### src/rtl/core/pcnl_pkg.sv
// Shared types and constants of the pair cutoff neighbor list core.
// No dependencies; the front end, queue, back end and top level import it.
`timescale 1ns / 1ps

package pcnl_pkg;

  // Field widths fixed by the item format
  localparam int unsigned SLOT_W    = 11;
  localparam int unsigned COORD_W   = 20;
  localparam int unsigned CUT_W     = 44;
  localparam int unsigned CFG_IDX_W = 2;
  localparam int unsigned CFG_DAT_W = 44;
  localparam int unsigned STYLE_W   = 2;

  // Distance datapath widths
  localparam int unsigned DIFF_W = COORD_W + 1;
  localparam int unsigned SQ_W   = 2 * COORD_W;
  localparam int unsigned SUM_W  = SQ_W + 2;

  // Front-to-back queue
  localparam int unsigned QUEUE_DEPTH = 2;
  localparam int unsigned QPTR_W      = $clog2(QUEUE_DEPTH);
  localparam int unsigned QCNT_W      = $clog2(QUEUE_DEPTH + 1);

  // Commands
  typedef enum logic [1:0] {
    CMD_LOAD    = 2'd0,
    CMD_RESTART = 2'd1,
    CMD_ADVANCE = 2'd2,
    CMD_NONE    = 2'd3
  } cmd_e;

  // Pair list styles
  localparam logic [STYLE_W-1:0] STYLE_MATCHED = 2'd0;
  localparam logic [STYLE_W-1:0] STYLE_CROSS   = 2'd1;
  localparam logic [STYLE_W-1:0] STYLE_ALL     = 2'd2;

  // Configuration register indexes
  localparam logic [CFG_IDX_W-1:0] CFG_LIST_STYLE   = 2'd0;
  localparam logic [CFG_IDX_W-1:0] CFG_FIRST_COUNT  = 2'd1;
  localparam logic [CFG_IDX_W-1:0] CFG_SECOND_COUNT = 2'd2;
  localparam logic [CFG_IDX_W-1:0] CFG_CUTOFF_SQ    = 2'd3;

  // Operation carried by a queue entry
  typedef enum logic {
    OP_LOAD = 1'b0,
    OP_PAIR = 1'b1
  } op_e;

  typedef struct packed {
    logic [1:0]                cmd;
    logic [SLOT_W-1:0]         atom_slot;
    logic signed [COORD_W-1:0] pos_x;
    logic signed [COORD_W-1:0] pos_y;
    logic signed [COORD_W-1:0] pos_z;
  } pcnl_in_t;

  typedef struct packed {
    logic [SLOT_W-1:0] first_atom;
    logic [SLOT_W-1:0] second_atom;
    logic              within_cutoff;
    logic              pair_valid;
    logic              last_pair;
  } pcnl_out_t;

  typedef struct packed {
    logic signed [COORD_W-1:0] x;
    logic signed [COORD_W-1:0] y;
    logic signed [COORD_W-1:0] z;
  } pcnl_pos_t;

  typedef struct packed {
    logic [SLOT_W-1:0] first_atom;
    logic [SLOT_W-1:0] second_atom;
    logic              pair_valid;
    logic              last_pair;
  } pcnl_pair_t;

  // For a load, pair.first_atom holds the target slot
  typedef struct packed {
    op_e        op;
    pcnl_pair_t pair;
    pcnl_pos_t  pos;
  } pcnl_entry_t;

endpackage

### src/rtl/core/pcnl_front.sv
// Front end: accepts items, decodes the command and runs the pair enumerator.
// Depends on pcnl_pkg; feeds loads and pairs into pcnl_queue.
`timescale 1ns / 1ps

module pcnl_front (
  input  logic                 clk_i,
  input  logic                 rst_ni,
  input  logic                 in_valid_i,
  output logic                 in_ready_o,
  input  pcnl_pkg::pcnl_in_t   in_data_i,
  input  logic [1:0]           list_style_i,
  input  logic [10:0]          first_count_i,
  input  logic [10:0]          second_count_i,
  input  logic                 q_full_i,
  output logic                 push_o,
  output pcnl_pkg::pcnl_entry_t push_entry_o
);
  import pcnl_pkg::*;

  logic [SLOT_W-1:0] row_q, row_d, col_q, col_d;
  logic              done_q, done_d;
  logic              accept;

  // Enumerator scratch
  logic [SLOT_W:0]   r1, c1, ca, ca1, fc_x, sc_x, r_x, c_x;
  logic              pv, last;
  logic [SLOT_W-1:0] pa, pb, row_n, col_n;

  assign in_ready_o = !q_full_i;
  assign accept     = in_valid_i && in_ready_o;

  assign r_x  = {1'b0, row_q};
  assign c_x  = {1'b0, col_q};
  assign fc_x = {1'b0, first_count_i};
  assign sc_x = {1'b0, second_count_i};
  assign r1   = r_x + 12'd1;
  assign c1   = c_x + 12'd1;
  assign ca   = (c_x <= r_x) ? r1 : c_x;
  assign ca1  = ca + 12'd1;

  // Next pair of the selected style
  always_comb begin
    pv    = 1'b0;
    last  = 1'b0;
    pa    = '0;
    pb    = '0;
    row_n = row_q;
    col_n = col_q;
    if (!done_q) begin
      case (list_style_i)
        STYLE_MATCHED: begin
          if (r_x < fc_x) begin
            pv    = 1'b1;
            pa    = row_q;
            pb    = row_q + first_count_i;
            last  = (r1 == fc_x);
            row_n = r1[SLOT_W-1:0];
          end
        end
        STYLE_CROSS: begin
          if (r_x < fc_x && c_x < sc_x) begin
            pv   = 1'b1;
            pa   = row_q;
            pb   = col_q + first_count_i;
            last = (r1 == fc_x) && (c1 == sc_x);
            if (c1 >= sc_x) begin
              col_n = '0;
              row_n = r1[SLOT_W-1:0];
            end else begin
              col_n = c1[SLOT_W-1:0];
            end
          end
        end
        STYLE_ALL: begin
          if (ca < fc_x) begin
            pv   = 1'b1;
            pa   = row_q;
            pb   = ca[SLOT_W-1:0];
            last = ((r_x + 12'd2) == fc_x) && (ca1 == fc_x);
            if (ca1 >= fc_x) begin
              col_n = '0;
              row_n = r1[SLOT_W-1:0];
            end else begin
              col_n = ca1[SLOT_W-1:0];
            end
          end
        end
        default: ;
      endcase
    end
  end

  // Command decode
  always_comb begin
    row_d        = row_q;
    col_d        = col_q;
    done_d       = done_q;
    push_o       = 1'b0;
    push_entry_o = '0;
    push_entry_o.pos.x = in_data_i.pos_x;
    push_entry_o.pos.y = in_data_i.pos_y;
    push_entry_o.pos.z = in_data_i.pos_z;
    if (accept) begin
      unique case (in_data_i.cmd)
        CMD_LOAD: begin
          push_o                        = 1'b1;
          push_entry_o.op               = OP_LOAD;
          push_entry_o.pair.first_atom  = in_data_i.atom_slot;
        end
        CMD_RESTART: begin
          row_d  = '0;
          col_d  = '0;
          done_d = 1'b0;
        end
        CMD_ADVANCE: begin
          push_o                        = 1'b1;
          push_entry_o.op               = OP_PAIR;
          push_entry_o.pair.first_atom  = pa;
          push_entry_o.pair.second_atom = pb;
          push_entry_o.pair.pair_valid  = pv;
          push_entry_o.pair.last_pair   = pv && last;
          row_d  = row_n;
          col_d  = col_n;
          done_d = done_q || !pv || last;
        end
        default: ;
      endcase
    end
  end

  always_ff @(posedge clk_i or negedge rst_ni) begin
    if (!rst_ni) begin
      row_q  <= '0;
      col_q  <= '0;
      done_q <= 1'b0;
    end else begin
      row_q  <= row_d;
      col_q  <= col_d;
      done_q <= done_d;
    end
  end

endmodule

### config.mk
export PLATFORM = sky130hd
export DESIGN_NAME = pcnl_front
export DESIGN_NICKNAME = d
export VERILOG_FILES = /design/src/rtl/core/pcnl_pkg.sv /design/src/rtl/core/pcnl_front.sv
export SDC_FILE = /design/constraint.sdc
export NUM_CORES = 1
export LEC_CHECK = 0
export BUFFER_PORTS_ARGS = -buffer_cell sky130_fd_sc_hd__buf_4
export CAP_MARGIN = 10
export CORE_ASPECT_RATIO = 1.75
export CORE_MARGIN = 2
export CORE_UTILIZATION = 46
export DETAILED_ROUTE_END_ITERATION = 6
export HOLD_SLACK_MARGIN = 0.1
export PLACE_DENSITY = 0.73
export SLEW_MARGIN = 5
export SYNTH_ARGS = -nofsm -noshare
export SYNTH_HDL_FRONTEND = slang
export SYNTH_SLANG_ARGS = --single-unit
export TNS_END_PERCENT = 20
### constraint.sdc
create_clock -name clk_i -period 7.1 [get_ports clk_i]
set_input_delay 0.71 -clock clk_i [delete_from_list [all_inputs] [get_ports clk_i]]
set_output_delay 0.71 -clock clk_i [all_outputs]
set_load 0.01 [all_outputs]
**Word-level counts from Yosys, hierarchy flattened**

Cells that the tools add are included.

- Memories: 0
- Bits in registers: 23
- Input port bits: 101
- Output and inout bits: 87
- Latch bits: 0
- Memory bits (read-only): 0
- Bits in writable memories: 0
- Word-level logic and storage cells: 89

- $lt $le $gt $ge: 6
- Divide/modulo/power cells: 0
- Shift-type cells: 0
- Bitwise logic cells: 0
- Add/subtract/negate cells: 6
- Reductions and logical operators: 16
- Eq/ne operators: 16
- Multiply operators: 0
- Muxes and demuxes: 42

Operators with widths:

| cell | count |
|---|---|
| $mux W11 | 19 |
| $pmux W11 S3 | 3 |
| $pmux W11 S2 | 3 |
| $eq A12 B11 Y1 | 4 |
| $mux W25 | 1 |
| $add A11 B1 Y12 const B | 2 |
| $ge A12 B11 Y1 | 2 |
| $pmux W12 S2 | 1 |
| $add A11 B11 Y11 | 2 |
| $lt A11 B11 Y1 | 2 |
| $ne A3 B3 Y1 const B | 5 |
| $mux W13 | 1 |
| $add A11 B2 Y12 const B | 1 |
| $add A12 B1 Y12 const B | 1 |
| $lt A12 B11 Y1 | 1 |
| $mux W12 | 1 |
| $le A11 B11 Y1 | 1 |
| $mux W1 | 10 |
| $reduce_and A9 Y1 | 1 |
| $pmux W1 S3 | 2 |
| $reduce_and A6 Y1 | 1 |
| $logic_and A1 B1 Y1 | 5 |
| $eq A2 B1 Y1 const B | 2 |
| $eq A2 B2 Y1 const B | 2 |
| 10 further kinds | 13 |

**Longest topological paths before layout**

- Depth in word-level cells: 11
- Gate-level depth with buffers: 25
- Mapped depth without buffers: 21

**Worst setup path before layout**

Ideal clock, no wire load.

- Kind: reg2out
- Start: register row_q[8]
- End: output port push_entry_o[60] in the netlist's numbering
- Path slack: 1.810 ns
- Data arrival time: 4.580 ns
- Stages on the path, launching flop included: 18
- Buffers on the path: 1
- Data required time: 6.390 ns
- Cells stage by stage: dfrtp_1 -> clkbuf_1 -> inv_1 -> ha_1 -> a211oi_2 -> nor2_1 -> a2111o_1 -> nand2_1 -> mux2_2 -> ha_1 -> a2111oi_0 -> o21ai_0 -> a311o_1 -> a311o_2 -> nor2_4 -> or3_1 -> nor2b_1 -> nor2b_1

RTL lines:

| item | line | RTL |
|---|---|---|
| from (decl) | pcnl_front.sv:20 | `logic [SLOT_W-1:0] row_q, row_d, col_q, col_d;` |
| from (signal assigned) | pcnl_front.sv:137 | `row_q <= row_d;` |
| to (decl) | pcnl_front.sv:16 | `output pcnl_pkg::pcnl_entry_t push_entry_o` |

==> impl_metrics.py <==
metrics = {
    "status": {
        "outcome": "complete, no violations",
    },
    "timing": {
        "hold_viol_final": 0,
        "rsz0062_at_grt": "no",
        "max_slew_margin_pct": 34.4,
        "maxSlewViolCount": 0,
        "max_freq_mhz": 154,
        "tns_ns": 0,
        "period_share_pct": 91.4,
        "final-setup-viol-count": 0,
        "clock_skew_ns": 0.00436,
        "fin_crit_ns": 6.49,
        "worst_pin_slew_ns": 0.977,
    },
    "global_route": {
        "antenna_found_initial": 0,
        "first_global_vias": 5817,
        "grt_pass1_wl_mm": 32.2,
        "gr-total-overflow": 0,
        "grt_max_degree": 24,
        "globalRouteTotalUtil_pct": 31.6,
    },
    "clocking": {
        "cts-root-buf": "clkbuf_16",
        "cts_max_path_buffers": 2,
        "cts_resized": 0,
        "clock-sinks": 23,
        "post-cts-setup-buffers": 0,
        "worstSkewPairLatency_ns": 0.27,
        "postCtsHoldBufs": 0,
        "cts_tree": "built",
        "cts_buffers": 3,
        "clk_pin_slew_ns": 0.06,
        "cts_max_level": 1,
    },
    "route": {
        "firstDrtPassIters": 5,
        "drcViolationCount": 0,
        "detail_route.wl_per_cell_um": 23.0,
        "wirelength_mm": 21.5,
        "drt_iter0_markers": 474,
        "vias_per_cell": 6.33,
        "drtAntennaViolNets": 0,
        "vias": 5903,
    },
    "power": {
        "ir_worst_vdd_mv": 0.0964,
        "p_per_area_nw_per_um2": 184,
        "p_leak_uw": 0.00284,
    },
    "floorplanning": {
        "start_util_pct": 46.9,
        "die-area_um2": 13500,
        "ioPinCount": 188,
        "row_count": 54,
        "coreArea_um2": 12400,
        "die_h_um": 152,
        "dieWidth_um": 88.8,
    },
    "yosys": {
        "netlist_area_um2": 5790,
        "ys_seq_elements": 23,
        "async_flop_share_pct": 100,
        "ys_types": 70,
        "postSynthNetCount": 959,
        "syn_inst": 765,
        "ys.flop_type": "dfrtp_1",
        "synth_area_leaders": "ha_1 (20%), dfrtp_1 (9.9%), buf_4 (8.0%)",
        "synth-edff-count": 0,
        "synth_top_area_share_pct": 19.7,
        "yosysTopAreaCell": "ha_1",
        "seq_area_frac_synth_pct": 9.94,
        "syn_area_per_cell_um2": 7.57,
        "yosysWarnings": 0,
    },
    "finish": {
        "seq_area_um2": 576,
        "nets": 960,
        "multiInputGateArea_um2": 4450,
        "area_growth_pct": 6.24,
        "diodes": 0,
        "final_layout_size_suffix_gt1_share_pct": 14.8,
        "fillers": 1289,
        "final_core_util_pct": 49.8,
    },
    "setup_path": {
        "criticalPathCategory": "flop to primary output",
        "critPathCaptureType": "primary output",
        "cp.arrival_ns": 5.78,
        "start_kind": "flop",
        "rrSetupSlack_ns": 1.20,
        "crit_slowest_cell": "dfrtp_1",
        "cp_cell_sequence": "clkinv_1, ha_1, nand2_1, o21ai_1, a2111o_1, nand2_1, mux2_2, ha_1, a2111oi_0, o21ai_0, a311o_1, a311o_2, nor2_4, buf_4, or3_1, nor2b_1, nor2b_1, buf_4",
        "required_ns": 6.39,
        "path_max_fanout": 16,
        "max_stage_delay_ns": 0.53,
    },
    "placement": {
        "place.gp.congestion": 1.10,
        "numPortBuffers": 67,
        "dpl.hpwl_mm": 17.9,
    },
    "hold_path": {
        "hp-class": "input pin to async pin",
    },
    "job": {
        "maxCapViolations": 0,
    },
}
==> report_power, final <==
group	switching, uW	total [uW]	internal (uW)
Clock	56.2	132	76.2
Combinational	509	824	314
Sequential	29.2	175	146
==> placed cells by master, fill, tap and decap left out, types with 7 or more instances in the layout <==
cell      instances
dfrtp_1          23
o21a_1            8
o211ai_1          8
buf_4            85
xnor2_1          41
ha_1             91
o31ai_1          15
a222oi_1          7
inv_1            52
a22oi_1          15
nand2b_1          9
nor4_1            8
nand4_1          19
nor3_1           19
a21oi_1          55
nor2b_1          13
nand3_1          23
and3_1           10
xor2_1           24
o21ai_0          25
nor2_1           58
a22o_1            8
a21o_1           10
nand2_1          50
==> per-layer routing <==
metal / up-vias / track usage (%) / part of all wire, %
li1: 2727 / - / -
met1: 2786 / 32.6 / 34
met2: 272 / 54.4 / 51
met3: 118 / 3.41 / 5.5
met4: 0 / 26.3 / 10
met5: - / 0 / 0
==> synth_stat cells (15+ instances only) <==
cell	instances
a21oi_1	55
a22oi_1	15
buf_4	62
dfrtp_1	23
ha_1	91
inv_1	52
nand2_1	50
nand3_1	23
nand4_1	19
nor2_1	58
nor3_1	19
o21ai_0	25
o31ai_1	15
xnor2_1	41
xor2_1	24
==> path summary, 6_finish.rpt <==
| path | startpoint | endpoint | cells after the start |
|---|---|---|---|
| worst min register to register | done_q | done_q | 2 |
| worst max-delay path | row_q[5] | push_entry_o[60] | 18 |
| min in group clk_i | done_q | done_q | 2 |
| worst min-delay path | rst_ni | row_q[7] | 1 |
| worst max register to register | row_q[8] | row_q[0] | 19 |
| max in group asynchronous | rst_ni | col_q[5] | 1 |
==> critical path, delay by kind of cell (launching register included) <==
kind	cells	cell delay [ns]
AOI/OAI and AO/OA	6	1.97
adders and majority gates	2	0.69
buffers and inverters	3	0.68
DFF	1	0.53
muxes	1	0.45
and+or+nand+nor	6	1.15
==> cells by family after synthesis <==
group / Yosys count / synth area share, %
and+or+nand+nor: 230 / 19.7
AOI/OAI and AO/OA: 203 / 25.1
buffers and inverters: 143 / 13.6
adders and majority gates: 93 / 20.3
xor gates and xnor gates: 65 / 9.83
DFF: 23 / 9.94
muxes: 8 / 1.47
==> layout make-up <==
| class | instances | share of cell area, % |
|---|---|---|
| Tap cell | 168 | 3.42 |
| Inverter | 53 | 3.23 |
| Sequential cell | 23 | 9.35 |
| Clock inverter | 1 | 0.0813 |
| Timing Repair Buffer | 86 | 10.4 |
| Multi-Input combinational cell | 599 | 72.3 |
| Clock buffer | 3 | 1.22 |
==> per-stage QoR <==
step           worst slack (ns)  cell area, um^2  hold WS, ns  total power [uW]  instances
6_report                  0.608             6150        0.332              1130        933
5_1_grt                   0.255             6150        0.358              1200        933
4_1_cts                   0.668             6150        0.339              1110        932
3_5_place_dp              0.951             6070        0.628               975        928
3_3_place_gp               1.09             6070        0.628               980        928
2_1_floorplan              1.81             5790        0.414               760        765
==> sequential cells by signal, summed over array words and instances (netlist names) <==
name and cells:
done_q 1, row_q 11, col_q 11
(Power assumes the default switching activity.)
