File: config.mk
export PLATFORM = sky130hd
export DESIGN_NAME = pcnl_queue
export DESIGN_NICKNAME = d
export VERILOG_FILES = /design/src/rtl/core/pcnl_pkg.sv /design/src/rtl/core/pcnl_queue.sv
export SDC_FILE = /design/constraint.sdc
export NUM_CORES = 1
export LEC_CHECK = 0
export ABC_AREA = 1
export BUFFER_PORTS_ARGS = -buffer_cell sky130_fd_sc_hd__buf_2
export CAP_MARGIN = 40
export CORE_UTILIZATION = 50
export DETAILED_ROUTE_END_ITERATION = 12
export PLACE_DENSITY = 0.8
export SETUP_SLACK_MARGIN = 0.1
export SLEW_MARGIN = 15
export SYNTH_ARGS = -nofsm -noshare
export SYNTH_HDL_FRONTEND = slang
export SYNTH_SLANG_ARGS = --single-unit
File: constraint.sdc
create_clock -name clk_i -period 12.8 [get_ports clk_i]
set_clock_uncertainty 0.15 [all_clocks]
set_input_delay 0.64 -clock clk_i [delete_from_list [all_inputs] [get_ports clk_i]]
set_output_delay 0.64 -clock clk_i [all_outputs]
set_load 0.03 [all_outputs]
File: src/rtl/core/pcnl_pkg.sv
// Shared types and constants of the pair cutoff neighbor list core.
// No dependencies; the front end, queue, back end and top level import it.
`timescale 1ns / 1ps

package pcnl_pkg;

  // Field widths fixed by the item format
  localparam int unsigned SLOT_W    = 11;
  localparam int unsigned COORD_W   = 20;
  localparam int unsigned CUT_W     = 44;
  localparam int unsigned CFG_IDX_W = 2;
  localparam int unsigned CFG_DAT_W = 44;
  localparam int unsigned STYLE_W   = 2;

  // Distance datapath widths
  localparam int unsigned DIFF_W = COORD_W + 1;
  localparam int unsigned SQ_W   = 2 * COORD_W;
  localparam int unsigned SUM_W  = SQ_W + 2;

  // Front-to-back queue
  localparam int unsigned QUEUE_DEPTH = 2;
  localparam int unsigned QPTR_W      = $clog2(QUEUE_DEPTH);
  localparam int unsigned QCNT_W      = $clog2(QUEUE_DEPTH + 1);

  // Commands
  typedef enum logic [1:0] {
    CMD_LOAD    = 2'd0,
    CMD_RESTART = 2'd1,
    CMD_ADVANCE = 2'd2,
    CMD_NONE    = 2'd3
  } cmd_e;

  // Pair list styles
  localparam logic [STYLE_W-1:0] STYLE_MATCHED = 2'd0;
  localparam logic [STYLE_W-1:0] STYLE_CROSS   = 2'd1;
  localparam logic [STYLE_W-1:0] STYLE_ALL     = 2'd2;

  // Configuration register indexes
  localparam logic [CFG_IDX_W-1:0] CFG_LIST_STYLE   = 2'd0;
  localparam logic [CFG_IDX_W-1:0] CFG_FIRST_COUNT  = 2'd1;
  localparam logic [CFG_IDX_W-1:0] CFG_SECOND_COUNT = 2'd2;
  localparam logic [CFG_IDX_W-1:0] CFG_CUTOFF_SQ    = 2'd3;

  // Operation carried by a queue entry
  typedef enum logic {
    OP_LOAD = 1'b0,
    OP_PAIR = 1'b1
  } op_e;

  typedef struct packed {
    logic [1:0]                cmd;
    logic [SLOT_W-1:0]         atom_slot;
    logic signed [COORD_W-1:0] pos_x;
    logic signed [COORD_W-1:0] pos_y;
    logic signed [COORD_W-1:0] pos_z;
  } pcnl_in_t;

  typedef struct packed {
    logic [SLOT_W-1:0] first_atom;
    logic [SLOT_W-1:0] second_atom;
    logic              within_cutoff;
    logic              pair_valid;
    logic              last_pair;
  } pcnl_out_t;

  typedef struct packed {
    logic signed [COORD_W-1:0] x;
    logic signed [COORD_W-1:0] y;
    logic signed [COORD_W-1:0] z;
  } pcnl_pos_t;

  typedef struct packed {
    logic [SLOT_W-1:0] first_atom;
    logic [SLOT_W-1:0] second_atom;
    logic              pair_valid;
    logic              last_pair;
  } pcnl_pair_t;

  // For a load, pair.first_atom holds the target slot
  typedef struct packed {
    op_e        op;
    pcnl_pair_t pair;
    pcnl_pos_t  pos;
  } pcnl_entry_t;

endpackage

File: src/rtl/core/pcnl_queue.sv
// Short FIFO between the front end and the distance back end.
// Depends on pcnl_pkg for the entry type and depth.
`timescale 1ns / 1ps

module pcnl_queue (
  input  logic                  clk_i,
  input  logic                  rst_ni,
  input  logic                  push_i,
  input  pcnl_pkg::pcnl_entry_t push_entry_i,
  input  logic                  pop_i,
  output logic                  full_o,
  output logic                  nonempty_o,
  output pcnl_pkg::pcnl_entry_t head_o
);
  import pcnl_pkg::*;

  pcnl_entry_t        slot_q [QUEUE_DEPTH];
  logic [QPTR_W-1:0]  wptr_q, rptr_q;
  logic [QCNT_W-1:0]  cnt_q;
  logic               do_pop;

  assign full_o     = (cnt_q == QCNT_W'(QUEUE_DEPTH));
  assign nonempty_o = (cnt_q != '0);
  assign head_o     = slot_q[rptr_q];
  assign do_pop     = pop_i && nonempty_o;

  // Entry storage
  always_ff @(posedge clk_i) begin
    if (push_i) begin
      slot_q[wptr_q] <= push_entry_i;
    end
  end

  // Pointers and fill count
  always_ff @(posedge clk_i or negedge rst_ni) begin
    if (!rst_ni) begin
      wptr_q <= '0;
      rptr_q <= '0;
      cnt_q  <= '0;
    end else begin
      if (push_i) begin
        wptr_q <= (wptr_q == QPTR_W'(QUEUE_DEPTH - 1)) ? '0 : wptr_q + 1'b1;
      end
      if (do_pop) begin
        rptr_q <= (rptr_q == QPTR_W'(QUEUE_DEPTH - 1)) ? '0 : rptr_q + 1'b1;
      end
      if (push_i && !do_pop) begin
        cnt_q <= cnt_q + 1'b1;
      end else if (!push_i && do_pop) begin
        cnt_q <= cnt_q - 1'b1;
      end
    end
  end

endmodule

Yosys cells after proc, flatten, opt, wreduce, memory -nomap -nowiden
Memory sizes are Yosys's and may differ from the RTL's.
Index checks and enable logic that the tools add are counted.
{"block": "totals", "latchBits": 0, "reg_bits": 4, "mem_count": 1, "word_cells": 22, "input_bits": 89, "out_inout_bits": 87, "ramBits": 170, "mem_bits_ro": 0}
{"block": "op_classes", "n_div": 0, "reduce_logical": 7, "n_bitwise": 0, "magnitude_cmp": 0, "n_shift": 0, "n_mul": 0, "n_mux": 6, "eq_ne": 1, "n_addsub": 4}
{"name": "slot_q", "depth": 2, "word_bits": 85, "read_ports": 1, "rd_clocked_by_memory_dff": 0, "wr": 1, "line_no": "pcnl_queue.sv:17", "text": "pcnl_entry_t slot_q [QUEUE_DEPTH];"}
{"op": "1-bit two-way mux", "count": 4}
{"op": "2-bit two-way mux", "count": 2}
{"op": "2-bit nonzero test", "count": 2}
{"op": "1-bit logical AND", "count": 3}
{"op": "1-bit adder (second input constant)", "count": 2}
{"op": "2-bit by 1-bit adder with 2-bit output (second input constant)", "count": 1}
{"op": "2-bit == test (second input constant)", "count": 1}
{"op": "1-bit logical NOT", "count": 2}
{"op": "2-bit by 1-bit subtractor with 2-bit output (second input constant)", "count": 1}

Logic depth before layout (Yosys ltp)
Gate-level depths: netlist (run 1).
{"block": "logic_depth", "ltp_word": 5, "mapped_depth": 9, "mapped_depth_nobuf": 9}

Worst setup path before layout (run 1)
OpenSTA, ideal clock, no wires.
{"block": "synth_path", "path_kind": "input port to flip-flop", "startpoint": "input port push_i", "endpoint": "memory slot_q[0][0] in the netlist's numbering (enable)", "setup_slack_ns": 7.879, "stages": 2, "path_buffers": 0, "required_time_ns": 12.119, "setup_ns": 0.531, "arrival_time_ns": 4.240, "path_cell_list": "inv_1 > nor2_1"}
{"block": "synth_via", "elab_chain_len": 2}
{"element": "start, declared", "line_no": "pcnl_queue.sv:8", "text": "input logic push_i,"}
{"element": "1-bit two-way mux", "line_no": "pcnl_queue.sv:29", "text": "if (push_i) begin"}
{"element": "1-bit two-way mux (not written as such)", "line_no": "pcnl_queue.sv:30", "text": "slot_q[wptr_q] <= push_entry_i;"}
{"element": "end, declared", "line_no": "pcnl_queue.sv:17"}
Every way passes these cells.

==> results of run 1 <==
==> worst max-delay path: cells and delay by family, from the launching register on <==
kind	cells	cell delay, ns
buffers and inverters	5	1.65
flip-flops	1	0.38
AND/OR/NAND/NOR	2	0.27
==> state kept, by name (all words and copies together), names as in the netlist <==
signal  cells
slot_q    170
cnt_q       2
rptr_q      1
wptr_q      1
==> power by group <==
group | internal, uW | switching (uW) | total, uW
Combinational | 187 | 578 | 765
Clock | 286 | 204 | 489
Sequential | 756 | 28.1 | 784
==> final timing paths <==
check / from / to / slack (ns) / cells past startpoint
setup / recovery: rptr_q / head_o[41] / 9.20 / 7
hold reg to reg: cnt_q[1] / cnt_q[1] / 0.33 / 2
max in group asynchronous: rst_ni / rptr_q / 11.93 / 2
setup reg to reg: rptr_q / rptr_q / 10.43 / 6
hold / removal: push_entry_i[43] / slot_q[1][43] / 0.26 / 1
min in group asynchronous: rst_ni / wptr_q / 0.44 / 2
==> per-layer routing <==
metal	wire, um	vias to the layer above
met5	0	-
met4	175	0
met2	6310	151
li1	-	1958
met1	4690	1876
met3	1050	17
==> area by class of cell <==
| cell class | count | area (um2) |
|---|---|---|
| clock buffer | 17 | 425 |
| sequential | 174 | 5210 |
| clock inverter | 15 | 146 |
| timing repair buffer | 183 | 976 |
| multi-input combinational | 272 | 1050 |
| tap | 172 | 215 |
| inverter | 7 | 27.5 |
| fill | 936 | 4520 |
==> kinds of logic after synthesis <==
logic type,Yosys count
XOR/XNOR,2
flip-flops,174
adder cells (fa/ha/maj),1
buffers and inverters,26
AND/OR/NAND/NOR,269
==> per-stage QoR <==
stage / std cells / hold WS (ns) / total power [uW]
floorplan: 472 / 0.194 / 1350
global placement: 804 / 0.297 / 1540
detailed placement: 807 / 0.301 / 1570
CTS: 840 / 0.240 / 2060
global route: 840 / 0.244 / 2140
finish: 840 / 0.261 / 2040
==> cells in the final DEF, fill, tap and decap left out, types with 3 or more instances in the layout <==
cell type	n
inv_1	5
buf_4	4
clkinv_1	4
clkinv_4	4
edfxtp_1	170
dfrtp_1	3
buf_12	3
nand2_1	264
buf_2	175
clkinvlp_4	3
clkbuf_16	17
==> run metrics, run 1 <==
worst rel slew slack 0.569; maximum number of pins on one net before global-route repair 61; total clock buffers created by CTS 17; post-synthesis mux area share 0; area fraction in compound gates after synthesis 0; simple-gate portion of the synthesized area 0.158; library cell with the highest instance count after synthesis nand2_1; count of buffers added by post-CTS timing repair for setup 0; worst hold-check path type input port to flop; CTS tree built; Post-Synth Adder-Cell Area 0.00195; routed vias/inst 4.76; final worst path period share 0.281; CP peak stage delay 0.58 ns; number of hold violations in the final report 0; leakage 0.00350 uW; number of distinct library cell variants in the gate-level netlist after synthesis 14; count of input and output buffers 175; Synth Register Bits 174; kind of start point of the critical path flop; WS Path Type flop to output port; area share of the largest cell type after synthesis 0.796; met2 Track Usage GR 0.333; cell type with the largest total area after synthesis edfxtp_1; met3 capacity usage during global routing 0.0796; synthesized netlist net count 562; top post-synthesis cells by area edfxtp_1 80%, nand2_1 15%, dfrtp_1 1.6%; x dimension of the die 115 um; global-route wire length before repair 18.7 mm; asr flop ratio synth 0.0230; clock tree sinks 174; worst-case setup margin in the final layout 9.20 ns; number of violations reported at the end of detailed-routing iteration 0 241; Finish-stage setup viols 0; top fanout value on the critical path 60; post-placement cell area 7470 um2; endpoint type of the worst setup path output port; average detailed-routed wire length per instance 14.6 um; total of warnings raised by yosys 0; H-tree level count 4; cell area power density 253 nW/um2; achievable frequency 0.278 GHz; hold-fix buffer count after cts 1; Main synth FF type edfxtp_1; unrepaired setup endpoints after global routing no; Post-synth EDFFs 170; global placer's final weighted congestion 0.735; Maximum Capacitance Violations 0; post-synthesis xor/xnor area fraction 0.00273; combinational family with the most area after synthesis simple AND/OR/NAND/NOR gates; most numerous cell types in the synthesized netlist 264 x nand2_1, 170 x edfxtp_1, 11 x buf_2; vias in the first global route 4046; endpoint required time on the critical path 12.01 ns; overall via count from detail_route 4002; row count 41; utilization after layout 0.640; initial standard-cell utilization of the core 0.510; total DRC errors in the routed layout 0; DIE AREA 13300 um2; Top-Level Pins 176; total gr overflow 0; latest clock arrival within the worst-skew pair 0.41 ns; Detail Route Antenna Nets 0; CP arrival 2.81 ns; ANT cells 0; antenna violations before repair 0; growth of design area from synthesis to finish 25.5%; Max Root-Sink Buffers 2; run status finished clean; final-layout setup total negative slack 0 ns; clock-pin slew of the registers on the worst-case setup and hold paths 0.06 ns; Floorplan Core Area 12600 um2; worst setup slack after placement 9.63 ns; Clock Root Buffer clkbuf_16; mean post-synth cell area 13.6 um2; CP cell instances buf_4 > buf_12 > inv_2 > buf_4 > nand2_1 > nand2_1 > buf_2; Die Height 115 um; DRT Wirelength 12.2 mm; post-synthesis instance area 6410 um2; crit path time final 3.60 ns; ratio of cells with drive above 1 in the final layout 0.320; routing layer with the top usage in global route met2; worst supply voltage drop on vdd 0.132 mV; NumNets Final 745; Detailed Place HPWL 7.82 mm; Non-Filler Cell Area, Final 8050 um2; Crit-path slowest cell buf_4; Worst-Margin Slew 0.647 ns; number of cells produced by synthesis 472; aggregate global-route resource usage 0.192; sequential area share after synthesis 0.812; Resize count post-CTS 0; Pre-antenna DRT Iters 4; met1 Resource Use GR 0.205; Final Slew Violations 0
(Power assumes the default switching activity.)
==> run 2, diff against run 1 <==
--- a/config.mk
+++ b/config.mk
@@ -5,12 +5,12 @@
 export SDC_FILE = /design/constraint.sdc
 export NUM_CORES = 1
 export LEC_CHECK = 0
-export ABC_AREA = 1
+export ABC_AREA = 0
 export BUFFER_PORTS_ARGS = -buffer_cell sky130_fd_sc_hd__buf_2
 export CAP_MARGIN = 40
-export CORE_UTILIZATION = 50
+export CORE_UTILIZATION = 47
 export DETAILED_ROUTE_END_ITERATION = 12
-export PLACE_DENSITY = 0.8
+export PLACE_DENSITY = 0.78
 export SETUP_SLACK_MARGIN = 0.1
 export SLEW_MARGIN = 15
 export SYNTH_ARGS = -nofsm -noshare
==> constraint.sdc (replaced) <==
create_clock -name clk_i -period 2.96 [get_ports clk_i]
set_clock_uncertainty 0.15 [all_clocks]
set_input_delay 0.148 -clock clk_i [delete_from_list [all_inputs] [get_ports clk_i]]
set_output_delay 0.148 -clock clk_i [all_outputs]
set_load 0.03 [all_outputs]
==> run metrics, run 2 <==
Net Sw Power 2950 uW (was 810 uW); cell area power density 976 nW/um2 (was 253 nW/um2); aggregate global-route resource usage 0.181 (was 0.192); most numerous cell types in the synthesized netlist 170 x edfxtp_1, 45 x mux2_2, 40 x mux2_4 (was 264 x nand2_1, 170 x edfxtp_1, 11 x buf_2); routed vias/inst 4.79 (was 4.76); unrepaired setup endpoints after global routing no (unchanged); Detailed Place HPWL 7.36 mm (was 7.82 mm); WS Path Type flop to output port (unchanged); top fanout value on the critical path 25 (was 60); number of distinct library cell variants in the gate-level netlist after synthesis 16 (was 14); achievable frequency 0.427 GHz; Crit-path slowest cell dfrtp_4 (was buf_4); top post-synthesis cells by area edfxtp_1 78%, mux2_4 9.2%, mux2_2 7.8% (was edfxtp_1 80%, nand2_1 15%, dfrtp_1 1.6%); Detail Route Antenna Nets 0 (unchanged); Maximum Capacitance Violations 0 (unchanged); cell total after placement 629 (was 807); highest-count cells in the layout ignoring fill and taps 175 x buf_2, 170 x edfxtp_1, 89 x dlygate4sd3_1, 45 x mux2_2, 40 x mux2_4 (was 264 x nand2_1, 175 x buf_2, 170 x edfxtp_1, 17 x clkbuf_16, 5 x inv_1); CP arrival 2.04 ns (was 2.81 ns); average detailed-routed wire length per instance 16.6 um (was 14.6 um); kind of start point of the critical path flop (unchanged); Sw Share 0.334 (was 0.397); worst supply voltage drop on vdd 0.611 mV (was 0.132 mV); ratio of cells with drive above 1 in the final layout 0.518 (was 0.320); total clock buffers created by CTS 17 (unchanged); clock-pin slew of the registers on the worst-case setup and hold paths 0.07 ns (was 0.06 ns); post-synthesis instance area 6530 um2 (was 6410 um2); x dimension of the die 120 um (was 115 um); register bank with the most flops slot_q (unchanged); asr flop ratio synth 0.0230 (unchanged); relative contribution of sequential cells to total power 0.394 (was 0.385); endpoint required time on the critical path 2.66 ns (was 12.01 ns); DIE AREA 14400 um2 (was 13300 um2); global-route wire length before repair 19.2 mm (was 18.7 mm); total of warnings raised by yosys 0 (unchanged); initial standard-cell utilization of the core 0.487 (was 0.510); library cell with the highest instance count after synthesis edfxtp_1 (was nand2_1); Layout Cells excl Fill 749 (was 840); Clk network pwr share 0.254 (was 0.240); vias in the first global route 3953 (was 4046); ANT cells 0 (unchanged); overall via count from detail_route 3589 (was 4002); row count 42 (was 41); most frequent standard cell in the layout excluding fill and tap cells buf_2 (was nand2_1); Finish-stage setup viols 0 (unchanged); final worst path period share 0.791; Worst-Margin Slew 0.643 ns (was 0.647 ns); internal power contribution 5900 uW (was 1230 uW); number of cells produced by synthesis 281 (was 472); worst rel slew slack 0.571 (was 0.569); Pre-antenna DRT Iters 5 (was 4); run status finished clean (unchanged); antenna violations before repair 0 (unchanged); cell type with the largest total area after synthesis edfxtp_1 (unchanged); sequential area share after synthesis 0.797 (was 0.812); CTS tree built (unchanged); Synth Register Bits 174 (unchanged); count of input and output buffers 175 (unchanged); Top-Level Pins 176 (unchanged); total DRC errors in the routed layout 0 (unchanged); number of hold violations in the final report 0 (unchanged); synthesized netlist net count 371 (was 562); worst hold-check path type input port to flop (unchanged); total gr overflow 0 (unchanged); CP peak stage delay 0.67 ns (was 0.58 ns); endpoint type of the worst setup path output port (unchanged); CP cell instances buf_4 > mux2_2 > buf_2 (was buf_4 > buf_12 > inv_2 > buf_4 > nand2_1 > nand2_1 > buf_2); final-layout setup total negative slack 0 ns (unchanged); global placer's final weighted congestion 0.731 (was 0.735); latest clock arrival within the worst-skew pair 0.41 ns (about the same); maximum number of pins on one net before global-route repair 49 (was 61); Main synth FF type edfxtp_1 (unchanged); leakage 0.00359 uW (was 0.00350 uW); Floorplan Core Area 13400 um2 (was 12600 um2); H-tree level count 4 (unchanged); Final Slew Violations 0 (unchanged); mean post-synth cell area 23.2 um2 (was 13.6 um2); clock tree sinks 174 (unchanged); post-placement cell area 7580 um2 (was 7470 um2); Clock Root Buffer clkbuf_16 (unchanged); combinational cell fraction of total power 0.352 (was 0.375); flip-flop count of the largest register after layout 170 (unchanged); NumNets Final 651 (was 745); DRT Wirelength 12.4 mm (was 12.2 mm); Post-synth EDFFs 170 (unchanged); number of violations reported at the end of detailed-routing iteration 0 194 (was 241); crit path time final 2.34 ns; Max Root-Sink Buffers 2 (unchanged); Die Height 120 um (was 115 um); largest registers in the final layout slot_q x170, cnt_q x2 (unchanged); growth of design area from synthesis to finish 38.9% (was 25.5%); count of buffers added by post-CTS timing repair for setup 0 (unchanged); area share of the largest cell type after synthesis 0.782 (was 0.796); Non-Filler Cell Area, Final 9070 um2 (was 8050 um2)
==> run 2: cell families after synthesis <==
group | synth area share
flip-flops | 0.797
multiplexers | 0.170
AND/OR/NAND/NOR | 0.00498
XOR/XNOR | 0.00671
buffers and inverters | 0.0194
adder cells (fa/ha/maj) | 0.00192
==> run 2: layer usage <==
layer / part of all wire / routed length [um] / up-vias / GRT usage
li1: - / - / 1672 / -
met1: 0.40 / 5020 / 1760 / 0.206
met2: 0.53 / 6590 / 143 / 0.323
met3: 0.052 / 642 / 14 / 0.0471
met4: 0.012 / 153 / 0 / 0.0695
met5: 0 / 0 / - / 0
==> run 2: area by class of cell <==
class	instances	area [um2]
repair buffers	271	1830
clock inverters	13	171
multi-input cells	97	1210
clock buffers	18	429
fillers	867	4330
well taps	176	220
flip-flops and latches	174	5210
==> run 2: path summary, 6_finish.rpt <==
path / start / endpoint / slack, ns / depth (start not counted)
worst max-delay path: rptr_q / head_o[78] / 0.62 / 3
worst min-delay path: push_entry_i[67] / slot_q[0][67] / 0.31 / 2
min in group asynchronous: rst_ni / cnt_q[0] / 0.48 / 3
worst min register to register: cnt_q[1] / cnt_q[1] / 0.35 / 1
max in group asynchronous: rst_ni / rptr_q / 1.99 / 3
worst max register to register: wptr_q / slot_q[1][2] / 1.08 / 2
==> run 2: worst max-delay path: cells and delay by family, from the launching register on <==
kind | cells | cell delay, ns
buffers and inverters | 2 | 0.57
DFF | 1 | 0.67
muxes | 1 | 0.39
==> run 2: what timing repair did <==
action,4_1_cts,5_1_grt
gates resized for setup,0,0
endpoints found under the hold margin,177,0
hold buffers,89,0
==> run 2: power groups by stage <==
stage	Combinational, uW	Clock (uW)	Sequential [uW]
after floorplan	2480	0	3420
after global placement	3010	0	3500
after detailed placement	3040	0	3530
after CTS	3140	2300	3480
after global routing	3290	2390	3530
final	3120	2250	3480
==> run 2: per-stage QoR <==
step	power [uW]	setup slack (ns)	hold WS, ns	util
after floorplan	5900	0.702	-0.298	-
after global placement	6510	1.09	-0.195	0.565
after detailed placement	6570	1.04	-0.193	0.565
after CTS	8920	0.580	0.285	0.677
after global routing	9210	0.508	0.295	0.677
final	8850	0.618	0.308	0.677
